===== src/hw/rtl/bfik_pkg.sv =====
// ----------------------------------------------------------------------------
// bfik_pkg: shared definitions for the bloom filter
// Constants, configuration codes, queue entry and state machine types.
// ----------------------------------------------------------------------------
package bfik_pkg;

  localparam int LOG2_MAX_BITS_DEF = 16;
  localparam int MAX_HASHES_DEF    = 16;

  localparam int WORD_BITS  = 32;
  localparam int BIT_SEL_W  = $clog2(WORD_BITS);
  localparam int KEY_W      = 64;
  localparam int HALF_W     = 32;
  localparam int COUNT_W    = 32;
  localparam int CFG_W      = 5;
  localparam int CFG_IDX_W  = 2;

  localparam int QUEUE_DEPTH = 2;
  localparam int QUEUE_PTR_W = 1;

  localparam logic [KEY_W-1:0] HASH_XOR_CONST = 64'ha0761d6478bd642f;
  localparam logic [KEY_W-1:0] HASH_MUL_CONST = 64'he7037ed1a0b428db;

  localparam logic [CFG_W-1:0] NUM_HASHES_RST = 5'd3;
  localparam logic [CFG_W-1:0] LOG2_BITS_RST  = 5'd16;

  localparam logic MODE_INSERT = 1'b0;
  localparam logic MODE_TEST   = 1'b1;

  typedef enum logic [CFG_IDX_W-1:0] {
    CFG_NUM_HASHES = 2'd0,
    CFG_LOG2_BITS  = 2'd1
  } cfg_index_t;

  typedef struct packed {
    logic [CFG_W-1:0] num_hashes;
    logic [CFG_W-1:0] log2_bits_used;
  } cfg_t;

  typedef struct packed {
    logic              mode;
    logic [HALF_W-1:0] h1;
    logic [HALF_W-1:0] h2;
  } hash_entry_t;

  typedef enum logic [1:0] {
    F_IDLE,
    F_HASH,
    F_PUSH
  } front_state_t;

  typedef enum logic [2:0] {
    B_CLEAR,
    B_IDLE,
    B_READ,
    B_CHECK,
    B_DONE
  } back_state_t;

endpackage


===== src/hw/rtl/bfik_if.sv =====
// ----------------------------------------------------------------------------
// bfik_if: request and result channels
// Valid/ready channels carrying key requests and filter results.
// ----------------------------------------------------------------------------
interface bfik_req_if import bfik_pkg::*; ();
  logic             valid;
  logic             ready;
  logic             mode;
  logic [KEY_W-1:0] key;

  modport source (output valid, output mode, output key, input ready);
  modport sink (input valid, input mode, input key, output ready);
endinterface



===== src/hw/rtl/bfik_front.sv =====
// ----------------------------------------------------------------------------
// bfik_front: request intake and key hashing
// Takes a request, forms the 128-bit product from four 32x32 partial
// products on one shared multiplier, folds it and queues h1, h2 and mode.
// ----------------------------------------------------------------------------
module bfik_front import bfik_pkg::*; (
  input  logic        clk,
  input  logic        rst,
  input  logic        clearing,
  bfik_req_if.sink    request,
  output logic        push,
  output hash_entry_t push_data,
  input  logic        full
);

  front_state_t           state;
  front_state_t           state_next;
  logic [2:0]             cnt;
  logic                   mode_r;
  logic [KEY_W-1:0]       a;
  logic [2*HALF_W-1:0]    prod;
  logic [1:0]             prod_pair;
  logic [2*KEY_W-1:0]     acc;
  logic [HALF_W-1:0]      op_a;
  logic [HALF_W-1:0]      op_b;
  logic [2*HALF_W-1:0]    mul_out;
  logic [2*KEY_W-1:0]     addend;
  logic [KEY_W-1:0]       fold;
  logic                   accept;

  assign accept = request.valid && request.ready;

  // pair 0: a0*b0, 1: a0*b1, 2: a1*b0, 3: a1*b1
  assign op_a    = cnt[1] ? a[KEY_W-1:HALF_W] : a[HALF_W-1:0];
  assign op_b    = cnt[0] ? HASH_MUL_CONST[KEY_W-1:HALF_W] : HASH_MUL_CONST[HALF_W-1:0];
  assign mul_out = op_a * op_b;

  always_comb begin
    case (prod_pair)
      2'd0:    addend = {{KEY_W{1'b0}}, prod};
      2'd3:    addend = {prod, {KEY_W{1'b0}}};
      default: addend = {{HALF_W{1'b0}}, prod, {HALF_W{1'b0}}};
    endcase
  end

  assign fold = acc[KEY_W-1:0] ^ acc[2*KEY_W-1:KEY_W];

  always_comb begin
    state_next = state;
    case (state)
      F_IDLE: begin
        if (accept) begin
          state_next = F_HASH;
        end
      end
      F_HASH: begin
        if (cnt == 3'd4) begin
          state_next = F_PUSH;
        end
      end
      F_PUSH: begin
        if (!full) begin
          state_next = F_IDLE;
        end
      end
      default: state_next = F_IDLE;
    endcase
  end

  always_comb begin
    request.ready  = (state == F_IDLE) && !clearing;
    push           = (state == F_PUSH) && !full;
    push_data.mode = mode_r;
    push_data.h1   = fold[HALF_W-1:0];
    push_data.h2   = fold[KEY_W-1:HALF_W];
  end

  always_ff @(posedge clk) begin
    if (rst) begin
      state <= F_IDLE;
      cnt   <= 3'd0;
    end else begin
      state <= state_next;
      if (accept) begin
        cnt <= 3'd0;
      end else if (state == F_HASH) begin
        cnt <= cnt + 3'd1;
      end
    end
  end

  always_ff @(posedge clk) begin
    if (accept) begin
      a      <= request.key ^ HASH_XOR_CONST;
      mode_r <= request.mode;
      acc    <= '0;
    end else if (state == F_HASH) begin
      if (!cnt[2]) begin
        prod      <= mul_out;
        prod_pair <= cnt[1:0];
      end
      if (cnt != 3'd0) begin
        acc <= acc + addend;
      end
    end
  end

endmodule


===== src/flat_wrapper.sv =====
// flat-port wrapper written by rule: the top's interface ports become plain ports
module bfik_front_flat import bfik_pkg::*;
  (clk, rst, clearing, push, push_data, full, request_valid, request_mode, request_key, request_ready);
  bfik_req_if request_i ();
  input  logic clk;
  input  logic rst;
  input  logic clearing;
  output logic push;
  output hash_entry_t push_data;
  input  logic full;
  input wire logic [$bits(request_i.valid)-1:0] request_valid;
  input wire logic [$bits(request_i.mode)-1:0] request_mode;
  input wire logic [$bits(request_i.key)-1:0] request_key;
  output wire logic [$bits(request_i.ready)-1:0] request_ready;
  assign request_i.valid = request_valid;
  assign request_i.mode = request_mode;
  assign request_i.key = request_key;
  assign request_ready = request_i.ready;
  bfik_front u_core (.clk(clk), .rst(rst), .clearing(clearing), .request(request_i), .push(push), .push_data(push_data), .full(full));
endmodule

===== config.mk =====
export PLATFORM = sky130hd
export DESIGN_NAME = bfik_front_flat
export DESIGN_NICKNAME = d
export VERILOG_FILES = /design/src/hw/rtl/bfik_pkg.sv /design/src/hw/rtl/bfik_if.sv /design/src/hw/rtl/bfik_front.sv /design/src/flat_wrapper.sv
export SDC_FILE = /design/constraint.sdc
export NUM_CORES = 2
export LEC_CHECK = 0
export CAP_MARGIN = 15
export CELL_PAD_IN_SITES_DETAIL_PLACEMENT = 1
export CELL_PAD_IN_SITES_GLOBAL_PLACEMENT = 2
export CORE_UTILIZATION = 38
export DETAILED_ROUTE_END_ITERATION = 12
export DONT_BUFFER_PORTS = 1
export GPL_TIMING_DRIVEN = 0
export HOLD_SLACK_MARGIN = 0.08
export PLACE_DENSITY = 0.78
export SYNTH_ARGS = -nofsm -noshare
export SYNTH_HDL_FRONTEND = slang
export SYNTH_SLANG_ARGS = --single-unit
export TNS_END_PERCENT = 100

===== constraint.sdc =====
create_clock -name clk -period 12.2 [get_ports clk]
set_clock_uncertainty 0.05 [all_clocks]
set_input_delay 1.83 -clock clk [delete_from_list [all_inputs] [get_ports clk]]
set_output_delay 1.83 -clock clk [all_outputs]
set_load 0.1 [all_outputs]

* Yosys cells after proc, flatten, opt, wreduce, memory -nomap -nowiden *
Cells that the tools add are included.

operators by class
  add/subtract/negate cells = 2
  $mul = 1
  equal/unequal tests = 7
  muxes and demuxes = 7
  bitwise logic cells = 4
  reduce and logical (&&, ||, !) cells = 12

operators by type and width
  operator                                             count
  one-hot mux 128 bit (2 select lines)                 1
  adder 128 bit                                        1
  multiplier 32 x 32 -> 64 bit                         1
  bitwise XOR 64 bit                                   1
  2-to-1 mux 32 bit                                    1
  inverter 32 bit                                      1
  2-to-1 mux 31 bit                                    1
  2-to-1 mux 2 bit                                     3
  one-hot mux 2 bit (3 select lines)                   1
  AND reduction 3 bit                                  2
  equality test 2 bit, second input constant           2
  zero test 2 bit                                      2
  != test 2 x 1 -> 1 bit, second input constant        2
  adder 3 x 1 -> 3 bit, second input constant          1
  equality test 3 bit, second input constant           1
  logical AND 1 bit                                    3
  nonzero test 3 bit                                   1
  equality test 2 x 1 -> 1 bit, second input constant  1
  zero test 1 bit                                      2
  != test 2 bit, second input constant                 1
  inverter 1 bit                                       2
  AND reduction 2 bit                                  1
  OR reduction 2 bit                                   1

storage, ports and cells
  bits in registers = 264
  output and inout bits = 67
  word-level logic and storage cells = 40

* Logic depth before layout (Yosys ltp) *
  depth in word-level cells = 5
  mapped depth = 36
  depth with buffers taken out = 32

* Worst setup path after synthesis *
No wires, ideal clock.

  path type = register to register
  start point = register u_core.cnt[1]
  end point = register u_core.prod[63], data pin
  library setup time = 207 ps
  arrival time = 9594 ps
  path slack = 2349 ps
  cell stages (with the launch flop) = 30
  period minus slack after synthesis = 9851 ps
  cells stage by stage = dfxtp_1 clkbuf_1 clkbuf_1 buf_1 clkbuf_1 mux2i_1 nor2_1 fa_1 fa_1 inv_1 fa_1 inv_1 fa_1 fa_1 fa_1 fa_1 fa_1 ha_1 a21oi_1 o21ai_0 a2111oi_0 o31ai_1 a21oi_1 nand4_1 a31o_4 a21oi_4 a21oi_1 a221o_1 mux2i_1 a2111oi_0

between the ends
  longest elaborated chain between the ends = 2

RTL lines
  what                          line              text
  from (decl)                   bfik_front.sv:18  logic [2:0] cnt;
  from (signal assigned)        bfik_front.sv:87  cnt <= cnt + 3'd1;
  2-to-1 mux 32 bit             bfik_front.sv:34  assign op_a = cnt[1] ? a[KEY_W-1:HALF_W] : a[HALF_W-1:0];
  multiplier 32 x 32 -> 64 bit  bfik_front.sv:36  assign mul_out = op_a * op_b;
  via u_core.mul_out[63]        bfik_front.sv:26  logic [2*HALF_W-1:0] mul_out;
  to (signal assigned)          bfik_front.sv:99  prod <= mul_out;
  to (decl)                     bfik_front.sv:21  logic [2*HALF_W-1:0] prod;

The timed path passes the listed nets, and every way through them passes these cells.
A chain may end at the register's enable or synchronous reset.

* Worst setup path in the final report *
Ends and elaborated chain as after synthesis.

==> impl_metrics.toml <==
[drt]
dr.first_iter.drc_count = 1869
drc = 0
routed-via-count = 35300
dr.pass1.iters = 5
ant_nets = 0
via_per_inst = 5.36
wl_per_cell_um = 26.0
wl_um = 171000

[synth]
netlist_area_um2 = 43200
synth.top_cell.area_share_pct = 26.6
netlist_instances = 4931
synth_top_area_cell = "fa_1"
synth_seq_area_share_pct = 15.3
synth_area_leaders = "fa_1 27%, ha_1 16%, edfxtp_1 9.1%"
post-synth-top-count-cell = "inv_1"
synth_area_per_cell_um2 = 8.76
synth_edf_count = 131
ys_ff_latch = 264
synth_flop_cell = "dfxtp_1"
yosysWarnings = 0
synth.distinct_cells = 89
async_reset_ff_share_pct = 0
synth_common_cells = "963 x inv_1, 575 x fa_1, 555 x ha_1, 474 x nand2_1, 380 x a21oi_1"

[setup_path]
cp.required_ns = 12.48
worstPathArrival_ns = 11.88
max_stage_delay_ns = 0.64
cpMostUsedCell = "fa_1"
crit_path_top_delay_cell = "a2111oi_1"
criticalPathCategory = "register to register"
critical_path.endpoint_type = "register"
crit_start = "u_core.cnt[1]"
path_max_fanout = 10
setup.worst_path.start_class = "register"
r2r_start = "u_core.cnt[1]"

[die]
die-area_um2 = 115000
die_height_um = 339
fp.dieW_um = 339
core-area_um2 = 113000
io_pins = 137
initial_utilization_pct = 38.4
row_count = 123

[cts]
cts_buffers = 41
h-tree-depth = 2
cts_tree = "done"
clk_latency_ns = 0.64
cts-root-buf = "clkbuf_16"
clockBufferDepth = 3
path_clk_slew_ns = 0.06
cts_sinks = 264

[grt]
grt_max_degree = 63
grt.overflow.total = 0
grt_pass1_vias = 38500
grtUsageTotal_pct = 29.7
grt_pass1_wl_um = 252000
antenna_found_initial = 1

[sta]
setup_viol_count_final = 0
slew_headroom_pct = 15.5
post-route-period-util_pct = 95.1
rsz0062_at_grt = "false"
hold_viol_final = 0
drv_slew = 0
finalWorstSetupSlack_ns = 0.598
tightest_slew_ns = 1.27
max_freq_mhz = 86.2
fin_crit_ns = 11.60

[run]
cap_violations = 0

[place]
dp.cells = 6504
place_hpwl_um = 147000
pre_cts_slack_ns = -1.03
io_buffers = 0
gp_congestion = 0.994
place_area_um2 = 46700

[layout]
final_cells = 6583
post-route-util_pct = 42.8
syn2layout_area_growth_pct = 11.6
regArea_um2 = 6600
drive_above_1_share_pct = 5.23
fin_area_um2 = 48200
final_nets = 6249
multi_input_area_um2 = 33000
nFillCells = 13200

[hold_path]
hold_class = "register to register"
hp-start = "u_core.acc[118]"

[status]
status = "finished clean"
==> state kept, by name (all words and copies together) (netlist names) <==
signal / count
u_core.a: 64
u_core.acc: 128
u_core.cnt: 3
u_core.mode_r: 1
u_core.prod: 64
u_core.prod_pair: 2
u_core.state: 2
==> through the flow <==
stage | hold WS, ns | setup TNS, ns
after floorplan | 0.382 | 0
after global placement | 0.420 | -2.38
after detailed placement | 0.459 | -1.91
after CTS | 0.469 | 0
after global routing | 0.486 | 0
final | 0.462 | 0
==> area by class of cell <==
cell class | instances | share of cell area, %
antenna | 1 | 0.00519
buffer | 176 | 1.45
clock buffer | 46 | 2.25
clock inverter | 30 | 0.809
inverter | 965 | 7.51
multi-input combinational | 3556 | 68.3
sequential | 264 | 13.7
tap | 1500 | 3.89
timing repair buffer | 45 | 2.08
==> critical path: cells and delay by family, from the launching register on <==
kind / cells / cell delay, ns
DFF: 1 / 0.40
muxes: 2 / 0.33
and+or+nand+nor: 2 / 0.48
AOI/OAI and AO/OA: 10 / 2.95
adders and majority gates: 9 / 4.16
buffers and inverters: 10 / 2.88
==> cell families after synthesis <==
kind of cell / share of synthesized area [%]
AO/OA/AOI/OAI: 13.8
XOR/XNOR: 5.57
buffers and inverters: 9.97
flip-flops: 15.3
AND/OR/NAND/NOR: 11.8
adder cells (fa/ha/maj): 42.7
multiplexers: 0.814
other: 0.0174
==> layout by cell type (no fill, tap or decap), types with 40 or more instances in the layout <==
cell type	count
inv_1	963
edfxtp_1	131
a21o_1	118
xor2_1	62
o21ai_0	195
xnor2_1	149
nand4_1	78
o21bai_1	50
fa_1	575
ha_1	555
nor2_1	257
nand3_1	58
nor3_1	40
xor2_2	63
clkbuf_16	42
and2_1	77
a21oi_1	380
dfxtp_1	133
clkbuf_1	161
nand2_1	474
==> per-layer routing <==
metal  routed length, µm  global-route usage [%]  vias to the layer above
li1                    -                       -                    16200
met1               72100                    37.2                    17900
met2               83600                    51.5                      807
met3                6300                    2.74                      306
met4                8970                    13.8                        2
met5                  13                       0                        -
==> what timing repair did <==
action | 4_1_cts | 5_1_grt
gates cloned | 0 | 0
endpoints found under the setup margin | 8 | 1
hold buffers | 0 | 0
setup buffers | 0 | 0
resized for setup | 9 | 6
==> path summary, 6_finish.rpt <==
| path | to | slack (ns) | depth (start not counted) |
|---|---|---|---|
| max reg2reg | u_core.prod[63] | 0.60 | 33 |
| min reg2reg | u_core.acc[118] | 0.46 | 2 |
| min | u_core.acc[118] | 0.46 | 2 |
| max | u_core.prod[63] | 0.60 | 33 |
Power is not shown: default switching activity piles up to over one toggle a cycle in this logic, so the estimate is an artifact.
