$ cat src/hw/rtl/bfik_pkg.sv
// ----------------------------------------------------------------------------
// bfik_pkg: shared definitions for the bloom filter
// Constants, configuration codes, queue entry and state machine types.
// ----------------------------------------------------------------------------
package bfik_pkg;

  localparam int LOG2_MAX_BITS_DEF = 16;
  localparam int MAX_HASHES_DEF    = 16;

  localparam int WORD_BITS  = 32;
  localparam int BIT_SEL_W  = $clog2(WORD_BITS);
  localparam int KEY_W      = 64;
  localparam int HALF_W     = 32;
  localparam int COUNT_W    = 32;
  localparam int CFG_W      = 5;
  localparam int CFG_IDX_W  = 2;

  localparam int QUEUE_DEPTH = 2;
  localparam int QUEUE_PTR_W = 1;

  localparam logic [KEY_W-1:0] HASH_XOR_CONST = 64'ha0761d6478bd642f;
  localparam logic [KEY_W-1:0] HASH_MUL_CONST = 64'he7037ed1a0b428db;

  localparam logic [CFG_W-1:0] NUM_HASHES_RST = 5'd3;
  localparam logic [CFG_W-1:0] LOG2_BITS_RST  = 5'd16;

  localparam logic MODE_INSERT = 1'b0;
  localparam logic MODE_TEST   = 1'b1;

  typedef enum logic [CFG_IDX_W-1:0] {
    CFG_NUM_HASHES = 2'd0,
    CFG_LOG2_BITS  = 2'd1
  } cfg_index_t;

  typedef struct packed {
    logic [CFG_W-1:0] num_hashes;
    logic [CFG_W-1:0] log2_bits_used;
  } cfg_t;

  typedef struct packed {
    logic              mode;
    logic [HALF_W-1:0] h1;
    logic [HALF_W-1:0] h2;
  } hash_entry_t;

  typedef enum logic [1:0] {
    F_IDLE,
    F_HASH,
    F_PUSH
  } front_state_t;

  typedef enum logic [2:0] {
    B_CLEAR,
    B_IDLE,
    B_READ,
    B_CHECK,
    B_DONE
  } back_state_t;

endpackage

$ cat src/hw/rtl/bfik_queue.sv
// ----------------------------------------------------------------------------
// bfik_queue: hashed request queue
// Short FIFO between the hashing front and the probing back.
// ----------------------------------------------------------------------------
module bfik_queue import bfik_pkg::*; (
  input  logic        clk,
  input  logic        rst,
  input  logic        push,
  input  hash_entry_t push_data,
  output logic        full,
  input  logic        pop,
  output hash_entry_t pop_data,
  output logic        empty
);

  hash_entry_t            entries [QUEUE_DEPTH];
  logic [QUEUE_PTR_W-1:0] wr_ptr;
  logic [QUEUE_PTR_W-1:0] rd_ptr;
  logic [QUEUE_PTR_W:0]   count;

  assign full     = (count == (QUEUE_PTR_W+1)'(QUEUE_DEPTH));
  assign empty    = (count == '0);
  assign pop_data = entries[rd_ptr];

  always_ff @(posedge clk) begin
    if (rst) begin
      wr_ptr <= '0;
      rd_ptr <= '0;
      count  <= '0;
    end else begin
      if (push) begin
        wr_ptr <= wr_ptr + 1'b1;
      end
      if (pop) begin
        rd_ptr <= rd_ptr + 1'b1;
      end
      if (push && !pop) begin
        count <= count + 1'b1;
      end else if (pop && !push) begin
        count <= count - 1'b1;
      end
    end
  end

  always_ff @(posedge clk) begin
    if (push) begin
      entries[wr_ptr] <= push_data;
    end
  end

endmodule

$ cat config.mk
export PLATFORM = sky130hd
export DESIGN_NAME = bfik_queue
export DESIGN_NICKNAME = d
export VERILOG_FILES = /design/src/hw/rtl/bfik_pkg.sv /design/src/hw/rtl/bfik_queue.sv
export SDC_FILE = /design/constraint.sdc
export NUM_CORES = 1
export LEC_CHECK = 0
export BUFFER_PORTS_ARGS = -buffer_cell sky130_fd_sc_hd__buf_2
export CAP_MARGIN = 20
export CORE_ASPECT_RATIO = 0.75
export CORE_MARGIN = 10
export CORE_UTILIZATION = 45
export DETAILED_ROUTE_END_ITERATION = 10
export GPL_ROUTABILITY_DRIVEN = 0
export GPL_TIMING_DRIVEN = 0
export PLACE_DENSITY_LB_ADDON = 0.1
export REMOVE_ABC_BUFFERS = 1
export SLEW_MARGIN = 15
export SYNTH_ARGS = -nofsm -noshare
export SYNTH_HDL_FRONTEND = slang
export SYNTH_SLANG_ARGS = --single-unit
$ cat constraint.sdc
create_clock -name clk -period 4.8 [get_ports clk]
set_clock_uncertainty 0.1 [all_clocks]
set_input_delay 0.24 -clock clk [delete_from_list [all_inputs] [get_ports clk]]
set_output_delay 0.24 -clock clk [all_outputs]
set_load 0.05 [all_outputs]
=== After elaboration in Yosys (flattened, before gate mapping) ===
Memories as Yosys holds them, arrays and structs flattened. A register that Yosys moved wholly into a read port is not among the register bits.
Index checks and enable logic that the tools add are counted.

* $add $sub $neg: 4
* Equal/unequal tests: 1
* Multiplexer cells: 6
* Reductions and logical operators: 6

{| class="wikitable"
|+ Operator list
! kind !! count
|-
| $mux 1 || 4
|-
| $mux 2 || 2
|-
| $add 1x1->1 const B || 2
|-
| $add 2x1->2 const B || 1
|-
| $eq 2x2->1 const B || 1
|-
| $logic_and 1x1->1 || 2
|-
| $logic_not 1->1 || 2
|-
| $logic_not 2->1 || 1
|-
| $reduce_bool 2->1 || 1
|-
| $sub 2x1->2 const B || 1
|}

* Bits in registers: 4
* Memory bits (writable): 130
* Bits of input ports: 69
* Output and inout bits: 67
* Memories: 1

{| class="wikitable"
|+ Memory list
! name !! depth !! bits a word !! rd ports !! clocked after memory_dff !! write ports !! line !! RTL
|-
| entries || 2 || 65 || 1 || 1 || 1 || bfik_queue.sv:16 || <nowiki>hash_entry_t entries [QUEUE_DEPTH];</nowiki>
|}

=== Depth between registers and ports, before layout ===
Gate-level depths: netlist of run 1.

* Depth in word-level cells: 4
* Gate-level depth with buffers: 5
* Mapped depth without buffers: 5

=== Worst setup path before layout of run 1 ===
No wires, ideal clock.

* Path type: reg2reg
* Start point: reg wr_ptr
* End point: mem entries[0][0] (netlist name), enable pin
* Arrival: 3.217 ns
* Slack: 0.987 ns
* Stages on the path, launching flop included: 2
* Buffers on the path: 0
* Period minus slack after synthesis: 3.813 ns
* Path through: dfxtp_1 -> nor2b_1

{| class="wikitable"
|+ RTL lines
! element !! line !! RTL
|-
| start, declared || bfik_queue.sv:17 || <nowiki>logic [QUEUE_PTR_W-1:0] wr_ptr;</nowiki>
|-
| start signal, assigned || bfik_queue.sv:32 || <nowiki>wr_ptr <= wr_ptr + 1'b1;</nowiki>
|-
| end, declared || bfik_queue.sv:16 ||
|}

No word-level cell before the write port.

==> flow_results.xml, run 1 <==
<?xml version="1.0" encoding="UTF-8"?>
<metrics>
  <group name="status">
    <metric name="run_status" unit="">complete, no violations</metric>
  </group>
  <group name="timing">
    <metric name="layout_worst_path_cycle_share" unit="">0.4676</metric>
    <metric name="setup_repair_after_global_routing_missed_its_margin" unit="">no</metric>
    <metric name="relSlewSlack" unit="">0.6210</metric>
    <metric name="post-route-min-period" unit="ns">2.244</metric>
    <metric name="setup-violations-final" unit="">0</metric>
    <metric name="fmax" unit="MHz">445.6</metric>
    <metric name="timing.final.max_slew_violations" unit="">0</metric>
    <metric name="hold_ws" unit="ns">0.02355</metric>
    <metric name="max_slew.worst_pin.slew" unit="ns">0.5673</metric>
    <metric name="timing.final.hold_violations" unit="">0</metric>
    <metric name="finalSetupTns" unit="ns">0</metric>
  </group>
  <group name="route">
    <metric name="route.detailed.drc" unit="">0</metric>
    <metric name="detail_route.wl_per_cell" unit="um">17.35</metric>
    <metric name="initialDrtViolationCount" unit="">177</metric>
    <metric name="vias" unit="">2713</metric>
    <metric name="drt.antenna.violating_nets" unit="">0</metric>
    <metric name="detail_route.vias_per_cell" unit="">4.606</metric>
    <metric name="wirelength" unit="um">10220</metric>
    <metric name="dr_pass1_iterations" unit="">4</metric>
  </group>
  <group name="final_layout">
    <metric name="n_antenna_cell" unit="">0</metric>
    <metric name="final_core_utilization" unit="">0.6770</metric>
    <metric name="final_cells" unit="">589</metric>
    <metric name="layout-drive-gt1-share" unit="">0.5232</metric>
    <metric name="syn_to_final_growth" unit="%">44.57</metric>
    <metric name="finish.net_count" unit="">511</metric>
  </group>
  <group name="placement">
    <metric name="placed_cell_count" unit="">492</metric>
    <metric name="dp_hpwl" unit="um">6624</metric>
    <metric name="io_buffer_count" unit="">135</metric>
  </group>
  <group name="hold_path">
    <metric name="min-delay-path-class" unit="">primary input to register</metric>
  </group>
  <group name="global_routing">
    <metric name="global_route_wire_length_before_repair" unit="um">15860</metric>
    <metric name="total_overflow_reported_by_the_global_router" unit="">0</metric>
    <metric name="grt_start_max_net_pins" unit="">39</metric>
    <metric name="grt_usage" unit="">0.1302</metric>
    <metric name="initial_antenna_violation_count" unit="">0</metric>
    <metric name="first_global_vias" unit="">3078</metric>
  </group>
  <group name="logic_synthesis">
    <metric name="most_area_consuming_cells_after_synthesis" unit="">sky130_fd_sc_hd__edfxtp_1 79%, sky130_fd_sc_hd__mux2_2 15%, sky130_fd_sc_hd__dfxtp_1 2.0%</metric>
    <metric name="synth_area_per_cell" unit="um2">21.93</metric>
    <metric name="synth_ff_type" unit="">sky130_fd_sc_hd__edfxtp_1</metric>
    <metric name="mappedNetlistArea" unit="um2">4912</metric>
    <metric name="synth-seq-area-share" unit="">0.8151</metric>
    <metric name="syn-instance-count" unit="">224</metric>
    <metric name="synthArstFlopShare" unit="">0</metric>
    <metric name="synth_warnings" unit="">0</metric>
    <metric name="synth_cell_types" unit="">17</metric>
    <metric name="synth_edf_count" unit="">130</metric>
    <metric name="synth.top_cells.by_count" unit="">130 x sky130_fd_sc_hd__edfxtp_1, 65 x sky130_fd_sc_hd__mux2_2, 5 x sky130_fd_sc_hd__buf_6, 5 x sky130_fd_sc_hd__dfxtp_1, 5 x sky130_fd_sc_hd__nor2_1</metric>
    <metric name="synth.most_common_cell" unit="">sky130_fd_sc_hd__edfxtp_1</metric>
    <metric name="synthDominantCellAreaShare" unit="">0.7947</metric>
    <metric name="cell_taking_the_most_area_after_synthesis" unit="">sky130_fd_sc_hd__edfxtp_1</metric>
    <metric name="total_of_flip_flops_plus_latches_after_synthesis" unit="">135</metric>
  </group>
  <group name="power_and_ir_drop">
    <metric name="design_power_total" unit="mW">3.345</metric>
    <metric name="max-vdd-ir-drop" unit="mV">0.2842</metric>
    <metric name="total_leakage_power" unit="nW">2.717</metric>
    <metric name="power.density_cell_area" unit="nW/um2">471.0</metric>
  </group>
  <group name="worst_setup_path">
    <metric name="crit_type" unit="">register to primary output</metric>
    <metric name="setup.worst_path.start_class" unit="">register</metric>
    <metric name="timing.critical_path.fanout_max" unit="">38</metric>
    <metric name="critical_path.max_stage_delay" unit="ns">0.59</metric>
    <metric name="worst_ep_arrival_time" unit="ns">1.90</metric>
    <metric name="cp.required" unit="ns">4.46</metric>
    <metric name="cp_cell_sequence" unit="">buf_12, mux2_2, buf_2</metric>
    <metric name="endpoint_kind" unit="">primary output</metric>
    <metric name="timing.critical_path.slowest_stage_cell" unit="">sky130_fd_sc_hd__dfxtp_4</metric>
  </group>
  <group name="clock_tree">
    <metric name="clkLatencyLatePin" unit="ns">0.40</metric>
    <metric name="cts.sinks" unit="">135</metric>
    <metric name="cts_setup_buffers" unit="">0</metric>
    <metric name="cts_max_path_buffers" unit="">2</metric>
    <metric name="htreeDepth" unit="">4</metric>
    <metric name="cts_root_buffer" unit="">sky130_fd_sc_hd__clkbuf_16</metric>
    <metric name="path_clk_slew" unit="ns">0.05</metric>
    <metric name="post_cts_hold_buffer_count" unit="">66</metric>
    <metric name="cts_buffers" unit="">17</metric>
    <metric name="cts_tree" unit="">done</metric>
    <metric name="ctsResizeCount" unit="">0</metric>
  </group>
  <group name="floorplanning">
    <metric name="floorplan.initialDensity" unit="">0.4683</metric>
    <metric name="core_region_area" unit="um2">10490</metric>
    <metric name="boundaryPins" unit="">136</metric>
    <metric name="die_area" unit="um2">15540</metric>
    <metric name="floorplan.die.width" unit="um">140.6</metric>
    <metric name="rows" unit="">32</metric>
    <metric name="die_height" unit="um">110.5</metric>
  </group>
  <group name="flow_run">
    <metric name="cap_violations" unit="">0</metric>
  </group>
</metrics>
-- per-stage QoR --
step / cell area [um2] / setup WS (ns)
final: 7102 / 2.556
after global routing: 7102 / 2.450
after CTS: 7102 / 2.510
after detailed placement: 5783 / 2.946
after global placement: 5689 / -0.8249
after floorplan: 4843 / 0.9866
-- per-layer routing --
layer | track usage | vias to the layer above | share of wire | wire (um)
li1 | - | 1314 | - | -
met1 | 0.1407 | 1311 | 0.40 | 4050
met2 | 0.2193 | 81 | 0.52 | 5339
met3 | 0.06068 | 7 | 0.077 | 786
met4 | 0.04508 | 0 | 0.0043 | 44
met5 | 0 | - | 0 | 0
-- where the power goes --
part / internal (mW) / switching, mW
sequential: 1.37 / 0.0264
clock: 0.969 / 0.454
combinational: 0.174 / 0.347
total: 2.52 / 0.828
-- critical path, delay by kind of cell (launching register included) --
family | cells | cell delay (ns)
buffers and inverters | 2 | 0.50
flip-flops | 1 | 0.59
multiplexers | 1 | 0.37
-- worst paths after layout --
check | startpoint | end | slack (ns) | depth (start not counted)
worst max-delay path | register | pop_data[10] | 2.56 | 3
worst min-delay path | pop | rd_ptr | 0.02 | 3
worst max register to register | wr_ptr | entries[1][25] | 3.22 | 2
worst min register to register | count[1] | count[1] | 0.41 | 2
-- layout make-up --
cell class | instances | area (um2)
fillers | 730 | 3388
clock buffers | 18 | 429.2
flip-flops and latches | 135 | 4008
repair buffers | 205 | 1416
multi-input cells | 81 | 845.8
well taps | 136 | 170.2
inverters | 1 | 3.754
clock inverters | 13 | 229.0
-- sequential cells by signal, summed over array words and instances (netlist names), named ones only --
register and flops:
count 2, rd_ptr 1, wr_ptr 1, entries 130
-- cells by family (layout without fill, tap and decap cells) --
group           after synthesis  in the layout  share of synthesized area
flops                       135            135                     0.8151
mux                          65             65                     0.1490
simple gates                  9              9                   0.009428
buf+inv                       8            237                    0.01477
xor+xnor                      4              4                   0.007133
compound gates                2              2                   0.002036
fa+ha+maj                     1              1                   0.002547
-- cell usage in the layout, fill, tap and decap left out, types with 2 or more instances in the layout --
master and count:
sky130_fd_sc_hd__dlygate4sd3_1 66, sky130_fd_sc_hd__clkinvlp_4 3, sky130_fd_sc_hd__buf_12 4, sky130_fd_sc_hd__bufinv_16 6
sky130_fd_sc_hd__buf_2 135, sky130_fd_sc_hd__mux2_2 65, sky130_fd_sc_hd__xnor2_1 2, sky130_fd_sc_hd__xor2_1 2
sky130_fd_sc_hd__nor2_1 5, sky130_fd_sc_hd__clkinv_4 2, sky130_fd_sc_hd__dfxtp_1 4, sky130_fd_sc_hd__edfxtp_1 130
sky130_fd_sc_hd__clkbuf_16 17
No activity file was read; power rests on OpenSTA's default activity.
==> run 2, diff against run 1 <==
--- a/config.mk
+++ b/config.mk
@@ -5,6 +5,7 @@
 export SDC_FILE = /design/constraint.sdc
 export NUM_CORES = 1
 export LEC_CHECK = 0
+export ABC_AREA = 1
 export BUFFER_PORTS_ARGS = -buffer_cell sky130_fd_sc_hd__buf_2
 export CAP_MARGIN = 20
 export CORE_ASPECT_RATIO = 0.75
==> constraint.sdc (replaced) <==
create_clock -name clk -period 1.8 [get_ports clk]
set_clock_uncertainty 0.1 [all_clocks]
set_input_delay 0.09 -clock clk [delete_from_list [all_inputs] [get_ports clk]]
set_output_delay 0.09 -clock clk [all_outputs]
set_load 0.05 [all_outputs]
==> flow_results.xml, run 2 <==
<?xml version="1.0" encoding="UTF-8"?>
<metrics>
  <group name="status">
    <metric name="run_status" unit="">complete, no violations</metric>
  </group>
  <group name="power_and_ir_drop">
    <metric name="power.density_cell_area" unit="nW/um2">1125</metric>
    <metric name="total_leakage_power" unit="nW">3.064</metric>
    <metric name="max-vdd-ir-drop" unit="mV">0.7037</metric>
    <metric name="design_power_total" unit="mW">8.635</metric>
  </group>
  <group name="timing">
    <metric name="fmax" unit="MHz">558.1</metric>
    <metric name="relSlewSlack" unit="">0.5468</metric>
    <metric name="post-route-min-period" unit="ns">1.792</metric>
    <metric name="timing.final.hold_violations" unit="">0</metric>
    <metric name="max_slew.worst_pin.slew" unit="ns">0.6783</metric>
    <metric name="hold_ws" unit="ns">0.3103</metric>
    <metric name="layout_worst_path_cycle_share" unit="">0.9954</metric>
    <metric name="setup_repair_after_global_routing_missed_its_margin" unit="">yes</metric>
    <metric name="finalSetupTns" unit="ns">0</metric>
    <metric name="post-route-worst-setup-slack" unit="ns">0.008242</metric>
    <metric name="timing.final.max_slew_violations" unit="">0</metric>
    <metric name="setup-violations-final" unit="">0</metric>
  </group>
  <group name="worst_setup_path">
    <metric name="cp_cell_sequence" unit="">buf_12, buf_16, mux2_4, buf_2</metric>
    <metric name="setup.worst_path.start_class" unit="">register</metric>
    <metric name="timing.critical_path.slowest_stage_cell" unit="">sky130_fd_sc_hd__dfxtp_4</metric>
    <metric name="critical_path.max_stage_delay" unit="ns">0.37</metric>
    <metric name="endpoint_kind" unit="">primary output</metric>
    <metric name="worst_ep_arrival_time" unit="ns">1.60</metric>
    <metric name="cp.required" unit="ns">1.61</metric>
    <metric name="crit_type" unit="">register to primary output</metric>
    <metric name="timing.critical_path.fanout_max" unit="">19</metric>
  </group>
  <group name="logic_synthesis">
    <metric name="mappedNetlistArea" unit="um2">5122</metric>
    <metric name="synthArstFlopShare" unit="">0</metric>
    <metric name="synth_area_per_cell" unit="um2">21.80</metric>
    <metric name="synth-seq-area-share" unit="">0.7816</metric>
    <metric name="synth_cell_types" unit="">16</metric>
    <metric name="syn-instance-count" unit="">235</metric>
    <metric name="synth_ff_type" unit="">sky130_fd_sc_hd__edfxtp_1</metric>
    <metric name="synth.top_cells.by_count" unit="">130 x sky130_fd_sc_hd__edfxtp_1, 50 x sky130_fd_sc_hd__mux2_4, 15 x sky130_fd_sc_hd__mux2_2, 9 x sky130_fd_sc_hd__inv_1, 7 x sky130_fd_sc_hd__nor2_1</metric>
    <metric name="most_area_consuming_cells_after_synthesis" unit="">sky130_fd_sc_hd__edfxtp_1 76%, sky130_fd_sc_hd__mux2_4 15%, sky130_fd_sc_hd__mux2_2 3.3%</metric>
    <metric name="cell_taking_the_most_area_after_synthesis" unit="">sky130_fd_sc_hd__edfxtp_1</metric>
    <metric name="synthDominantCellAreaShare" unit="">0.7621</metric>
    <metric name="synth.most_common_cell" unit="">sky130_fd_sc_hd__edfxtp_1</metric>
    <metric name="area_fraction_in_compound_gates_after_synthesis" unit="">0.001954</metric>
    <metric name="synthMuxAreaShare" unit="">0.1795</metric>
    <metric name="synth_warnings" unit="">0</metric>
    <metric name="synth-simple-area-share" unit="">0.01197</metric>
    <metric name="dominant_combinational_cell_family_by_area_after_synthesis" unit="">multiplexers</metric>
    <metric name="total_of_flip_flops_plus_latches_after_synthesis" unit="">135</metric>
    <metric name="synth_edf_count" unit="">130</metric>
    <metric name="post_synth_fa_ha_maj_area_fraction" unit="">0.002443</metric>
    <metric name="post_synthesis_xor_xnor_area_fraction" unit="">0.001710</metric>
  </group>
  <group name="clock_tree">
    <metric name="path_clk_slew" unit="ns">0.06</metric>
    <metric name="cts_root_buffer" unit="">sky130_fd_sc_hd__clkbuf_16</metric>
    <metric name="cts_tree" unit="">done</metric>
    <metric name="htreeDepth" unit="">4</metric>
    <metric name="cts_buffers" unit="">17</metric>
    <metric name="cts_max_path_buffers" unit="">2</metric>
    <metric name="clkLatencyLatePin" unit="ns">0.40</metric>
    <metric name="cts.sinks" unit="">135</metric>
  </group>
  <group name="floorplanning">
    <metric name="core_region_area" unit="um2">11020</metric>
    <metric name="floorplan.die.width" unit="um">143.2</metric>
    <metric name="rows" unit="">33</metric>
    <metric name="die_height" unit="um">112.4</metric>
    <metric name="die_area" unit="um2">16100</metric>
    <metric name="floorplan.initialDensity" unit="">0.4646</metric>
    <metric name="boundaryPins" unit="">136</metric>
  </group>
  <group name="global_routing">
    <metric name="grt_usage" unit="">0.1365</metric>
    <metric name="first_global_vias" unit="">3189</metric>
    <metric name="total_overflow_reported_by_the_global_router" unit="">0</metric>
    <metric name="grt_start_max_net_pins" unit="">35</metric>
    <metric name="global_route_wire_length_before_repair" unit="um">16630</metric>
    <metric name="initial_antenna_violation_count" unit="">0</metric>
  </group>
  <group name="hold_path">
    <metric name="min-delay-path-class" unit="">primary input to register</metric>
  </group>
  <group name="final_layout">
    <metric name="n_antenna_cell" unit="">0</metric>
    <metric name="mostFrequentLayoutCell" unit="">sky130_fd_sc_hd__edfxtp_1</metric>
    <metric name="area_taken_by_multi_input_logic_gates" unit="um2">1020</metric>
    <metric name="layout-drive-gt1-share" unit="">0.4916</metric>
    <metric name="syn_to_final_growth" unit="%">49.80</metric>
    <metric name="final-seq-area" unit="um2">4008</metric>
    <metric name="commonest_cells_after_routing_fill_and_taps_aside" unit="">130 x sky130_fd_sc_hd__edfxtp_1, 89 x sky130_fd_sc_hd__buf_2, 69 x sky130_fd_sc_hd__dlygate4sd3_1, 50 x sky130_fd_sc_hd__mux2_4, 42 x sky130_fd_sc_hd__buf_6</metric>
    <metric name="largest_register_ffs" unit="">130</metric>
    <metric name="layout.cell_area.non_filler" unit="um2">7674</metric>
    <metric name="biggestRegsByFlops" unit="">entries (130), count (2)</metric>
    <metric name="largest-register" unit="">entries</metric>
    <metric name="finish.net_count" unit="">531</metric>
    <metric name="fillCellCount" unit="">715</metric>
  </group>
  <group name="route">
    <metric name="wirelength" unit="um">10910</metric>
    <metric name="route.detailed.drc" unit="">0</metric>
    <metric name="drt.antenna.violating_nets" unit="">0</metric>
    <metric name="initialDrtViolationCount" unit="">127</metric>
    <metric name="detail_route.wl_per_cell" unit="um">17.76</metric>
    <metric name="detail_route.vias_per_cell" unit="">4.580</metric>
    <metric name="dr_pass1_iterations" unit="">4</metric>
    <metric name="vias" unit="">2812</metric>
  </group>
  <group name="placement">
    <metric name="post-place-ws" unit="ns">-0.009604</metric>
    <metric name="dp_hpwl" unit="um">6581</metric>
    <metric name="io_buffer_count" unit="">135</metric>
    <metric name="placed_cell_area" unit="um2">6010</metric>
  </group>
  <group name="flow_run">
    <metric name="cap_violations" unit="">0</metric>
  </group>
</metrics>
==> run 2: cell types whose count changed after synthesis, moves of 2 or more <==
cell | previous run | this run
sky130_fd_sc_hd__mux2_4 | 0 | 50
sky130_fd_sc_hd__nor2_1 | 5 | 7
sky130_fd_sc_hd__mux2_2 | 65 | 15
sky130_fd_sc_hd__xor2_1 | 2 | 0
sky130_fd_sc_hd__nand2_1 | 0 | 5
sky130_fd_sc_hd__inv_1 | 1 | 9
==> run 2: metrics by stage <==
stage / util / std cells
2_1_floorplan: - / 228
3_3_place_gp: 0.5352 / 503
3_5_place_dp: 0.5451 / 507
4_1_cts: 0.6789 / 612
5_1_grt: 0.6961 / 614
6_report: 0.6961 / 614
==> run 2: path summary, 6_finish.rpt <==
check                     start             end  slack (ns)  cells after the start
setup / recovery       register    pop_data[12]       0.008                      4
hold / removal    push_data[52]  entries[0][52]        0.31                      2
setup reg to reg         wr_ptr  entries[0][17]        0.19                      2
hold reg to reg          rd_ptr          rd_ptr        0.41                      2
==> run 2: critical path, delay by kind of cell, from the launching register on <==
family / cells / cell delay, ns
multiplexers: 1 / 0.32
flip-flops: 1 / 0.37
buffers and inverters: 3 / 0.50
==> run 2: metal layers <==
layer	GRT usage	up-vias	share of wire	wire, um
met3	0.06908	8	0.10	1100
met1	0.1454	1341	0.39	4286
met2	0.2260	95	0.50	5418
li1	-	1368	-	-
met4	0.05556	0	0.0092	100
met5	0	-	0	0
==> run 2: cells by family (layout without fill, tap and decap cells) <==
logic type / count (synthesis) / count (layout)
DFF: 135 / 135
muxes: 65 / 65
buffers and inverters: 16 / 255
and+or+nand+nor: 15 / 15
AOI/OAI and AO/OA: 2 / 2
adders and majority gates: 1 / 1
xor gates and xnor gates: 1 / 1
==> run 2: layout make-up <==
type,instances,share of cell area
timing repair buffer,214,0.2443
multi-input combinational,84,0.1329
tap,140,0.02283
clock inverter,6,0.01321
clock buffer,26,0.05984
sequential,135,0.5223
inverter,9,0.004729
==> run 2: repair_timing <==
| item | in CTS | in global routing |
|---|---|---|
| gates cloned | 1 | 1 |
| resized for setup | 42 | 66 |
| hold buffers | 69 | 0 |
| hold endpoints to repair | 135 | 0 |
| buffers inserted | 3 | 1 |
| endpoints found under the setup margin | 65 | 60 |
==> run 2: report_power, final <==
part | internal (mW) | leakage (nW) | switching [mW]
clock network | 2.16 | 0.267 | 1.13
registers | 3.64 | 1.26 | 0.0450
logic | 0.704 | 1.53 | 0.954
total | 6.51 | 3.06 | 2.13
==> run 3, diff against run 2 <==
--- a/config.mk
+++ b/config.mk
@@ -11,9 +11,11 @@
 export CORE_ASPECT_RATIO = 0.75
 export CORE_MARGIN = 10
 export CORE_UTILIZATION = 45
+export CTS_CLUSTER_SIZE = 28
 export DETAILED_ROUTE_END_ITERATION = 10
 export GPL_ROUTABILITY_DRIVEN = 0
 export GPL_TIMING_DRIVEN = 0
+export MAX_ROUTING_LAYER = met4
 export PLACE_DENSITY_LB_ADDON = 0.1
 export REMOVE_ABC_BUFFERS = 1
 export SLEW_MARGIN = 15
==> constraint.sdc (replaced) <==
create_clock -name clk -period 1.8 [get_ports clk]
set_clock_uncertainty 0.1 [all_clocks]
set_input_delay 0.09 -clock clk [delete_from_list [all_inputs] [get_ports clk]]
set_output_delay 0.09 -clock clk [all_outputs]
set_load 0.01 [all_outputs]
==> flow_results.xml, run 3 (synthesis gave the netlist of run 2 again) <==
<?xml version="1.0" encoding="UTF-8"?>
<metrics>
  <group name="clock_tree">
    <metric name="cts_tree" unit="">done</metric>
    <metric name="clkLatencyLatePin" unit="ns">0.39</metric>
    <metric name="htreeDepth" unit="">4</metric>
    <metric name="cts.sinks" unit="">135</metric>
    <metric name="cts_buffers" unit="">17</metric>
    <metric name="cts_root_buffer" unit="">sky130_fd_sc_hd__clkbuf_16</metric>
    <metric name="path_clk_slew" unit="ns">0.06</metric>
    <metric name="cts_max_path_buffers" unit="">2</metric>
  </group>
  <group name="route">
    <metric name="wirelength" unit="um">10740</metric>
    <metric name="detail_route.wl_per_cell" unit="um">17.52</metric>
    <metric name="route.detailed.drc" unit="">0</metric>
    <metric name="vias" unit="">2803</metric>
    <metric name="dr_pass1_iterations" unit="">4</metric>
    <metric name="initialDrtViolationCount" unit="">128</metric>
    <metric name="drt.antenna.violating_nets" unit="">0</metric>
    <metric name="detail_route.vias_per_cell" unit="">4.573</metric>
  </group>
  <group name="power_and_ir_drop">
    <metric name="portion_of_total_power_attributed_to_combinational_logic" unit="">0.128</metric>
    <metric name="clkPwrFrac" unit="">0.411</metric>
    <metric name="design_power_total" unit="mW">7.994</metric>
    <metric name="total_leakage_power" unit="nW">2.968</metric>
    <metric name="power.share.switching" unit="">0.2020</metric>
    <metric name="max-vdd-ir-drop" unit="mV">0.6926</metric>
    <metric name="cell_internal_pwr" unit="mW">6.379</metric>
    <metric name="power.density_cell_area" unit="nW/um2">1082</metric>
    <metric name="power.net_switching" unit="mW">1.615</metric>
    <metric name="sequentialPowerShare" unit="">0.461</metric>
  </group>
  <group name="worst_setup_path">
    <metric name="worst_r2r_path_depth" unit="">2</metric>
    <metric name="timing.critical_path.fanout_max" unit="">19</metric>
    <metric name="timing.critical_path.slowest_stage_cell" unit="">sky130_fd_sc_hd__dfxtp_4</metric>
    <metric name="cp.required" unit="ns">1.61</metric>
    <metric name="worst_ep_arrival_time" unit="ns">1.57</metric>
    <metric name="critical_path.max_stage_delay" unit="ns">0.36</metric>
    <metric name="timing.critical_path.to" unit="">pop_data[12]</metric>
    <metric name="cp_top_family" unit="">buffers and inverters</metric>
    <metric name="regToRegEndpoint" unit="">entries[0][47]</metric>
    <metric name="cp_cell_sequence" unit="">bufbuf_16, mux2_4, buf_2</metric>
    <metric name="critical_path_depth" unit="">3</metric>
    <metric name="crit_type" unit="">register to primary output</metric>
    <metric name="setup.worst_path.start_class" unit="">register</metric>
    <metric name="critical_path.reg2reg.startpoint" unit="">wr_ptr</metric>
    <metric name="worst-r2r-setup-slack" unit="ns">0.18</metric>
    <metric name="endpoint_kind" unit="">primary output</metric>
    <metric name="critPathBufInv" unit="">2</metric>
  </group>
  <group name="placement">
    <metric name="dp_hpwl" unit="um">6581</metric>
    <metric name="placed_cell_area" unit="um2">6010</metric>
    <metric name="placed_cell_count" unit="">507</metric>
    <metric name="io_buffer_count" unit="">135</metric>
  </group>
  <group name="timing">
    <metric name="relSlewSlack" unit="">0.5409</metric>
    <metric name="layout_worst_path_cycle_share" unit="">0.9762</metric>
    <metric name="fmax" unit="MHz">569.1</metric>
    <metric name="finalSetupTns" unit="ns">0</metric>
    <metric name="post-route-min-period" unit="ns">1.757</metric>
    <metric name="setup-violations-final" unit="">0</metric>
    <metric name="setup_repair_after_global_routing_missed_its_margin" unit="">yes</metric>
    <metric name="max_slew.worst_pin.slew" unit="ns">0.6870</metric>
    <metric name="timing.final.max_slew_violations" unit="">0</metric>
    <metric name="timing.final.hold_violations" unit="">0</metric>
  </group>
  <group name="flow_run">
    <metric name="cap_violations" unit="">0</metric>
  </group>
  <group name="final_layout">
    <metric name="n_antenna_cell" unit="">0</metric>
    <metric name="final_cells" unit="">613</metric>
    <metric name="commonest_cells_after_routing_fill_and_taps_aside" unit="">135 x sky130_fd_sc_hd__buf_2, 130 x sky130_fd_sc_hd__edfxtp_1, 69 x sky130_fd_sc_hd__dlygate4sd3_1, 50 x sky130_fd_sc_hd__mux2_4, 18 x sky130_fd_sc_hd__clkbuf_16</metric>
    <metric name="finish.net_count" unit="">530</metric>
    <metric name="mostFrequentLayoutCell" unit="">sky130_fd_sc_hd__buf_2</metric>
    <metric name="final_core_utilization" unit="">0.6700</metric>
    <metric name="layout-drive-gt1-share" unit="">0.4905</metric>
    <metric name="fillCellCount" unit="">768</metric>
    <metric name="layout.cell_area.non_filler" unit="um2">7386</metric>
    <metric name="syn_to_final_growth" unit="%">44.19</metric>
    <metric name="biggestRegsByFlops" unit="">entries (130), count (2)</metric>
    <metric name="largest-register" unit="">entries</metric>
    <metric name="largest_register_ffs" unit="">130</metric>
  </group>
  <group name="hold_path">
    <metric name="min-delay-path-class" unit="">primary input to register</metric>
  </group>
  <group name="global_routing">
    <metric name="global_route_wire_length_before_repair" unit="um">16500</metric>
    <metric name="grt_start_max_net_pins" unit="">35</metric>
    <metric name="grt_usage" unit="">0.1395</metric>
    <metric name="total_overflow_reported_by_the_global_router" unit="">0</metric>
    <metric name="initial_antenna_violation_count" unit="">0</metric>
    <metric name="first_global_vias" unit="">3204</metric>
  </group>
  <group name="status">
    <metric name="run_status" unit="">complete, no violations</metric>
  </group>
  <group name="floorplanning">
    <metric name="core_region_area" unit="um2">11020</metric>
    <metric name="floorplan.die.width" unit="um">143.2</metric>
    <metric name="floorplan.initialDensity" unit="">0.4646</metric>
    <metric name="boundaryPins" unit="">136</metric>
    <metric name="die_height" unit="um">112.4</metric>
    <metric name="rows" unit="">33</metric>
    <metric name="die_area" unit="um2">16100</metric>
  </group>
</metrics>
==> run 3: worst register-to-register path, stage by stage (launching register included) <==
cell	delay, ns
sky130_fd_sc_hd__dfxtp_1	0.35
sky130_fd_sc_hd__nor2_4	0.57
sky130_fd_sc_hd__buf_12	0.28
==> run 3: how the worst min path moves through the flow <==
| stage | startpoint | to | depth (start not counted) | slack, ns |
|---|---|---|---|---|
| 2_1_floorplan | rst | register | 1 | 0.06 |
| 3_3_place_gp | push_data[32] | entries[1][32] | 1 | 0.18 |
| 3_5_place_dp | push_data[44] | entries[0][44] | 1 | 0.18 |
| 4_1_cts | push_data[9] | entries[1][9] | 2 | 0.29 |
| 5_1_grt | push_data[32] | entries[1][32] | 2 | 0.30 |
| 6_report | push_data[52] | entries[0][52] | 2 | 0.31 |
==> run 3: final cells by class <==
class	instances	area [um2]	share of cell area
Sequential cell	135	4008	0.5426
Timing Repair Buffer	213	1587	0.2148
Multi-Input combinational cell	84	1020	0.1381
Clock buffer	26	459.2	0.06217
Tap cell	140	175.2	0.02372
Clock inverter	6	101.3	0.01372
Inverter	9	36.28	0.004913
==> run 3: power groups by stage <==
stage / Sequential, mW / Clock, mW / Combinational (mW)
after floorplan: 3.80 / 0 / 0.457
after global placement: 3.83 / 0 / 0.769
after detailed placement: 3.78 / 0 / 0.812
after CTS: 3.68 / 3.37 / 1.03
after global routing: 3.70 / 3.52 / 1.11
final: 3.68 / 3.29 / 1.02
==> run 3: stage by stage <==
step / setup slack (ns) / hold slack (ns)
6_report: 0.04276 / 0.3124
5_1_grt: -0.01077 / 0.3047
4_1_cts: 0.01971 / 0.2863
3_5_place_dp: 0.06202 / 0.1811
3_3_place_gp: -3.477 / 0.1773
2_1_floorplan: -1.826 / 0.06238
==> run 3: per-layer routing <==
| metal | up-vias | share of wire | GRT usage |
|---|---|---|---|
| met2 | 95 | 0.48 | 0.2229 |
| li1 | 1367 | - | - |
| met3 | 8 | 0.089 | 0.06150 |
| met4 | 0 | 0.0071 | 0.04733 |
| met1 | 1333 | 0.42 | 0.1529 |
| met5 | - | 0 | - |
==> run 3: what timing repair did <==
| item | in CTS | in global routing |
|---|---|---|
| setup buffers | 3 | 0 |
| resized for setup | 0 | 0 |
| gates cloned | 1 | 1 |
| pin swaps | 0 | 0 |
| hold buffers | 69 | 0 |
| endpoints found under the hold margin | 135 | 0 |
| endpoints found under the setup margin | 65 | 16 |
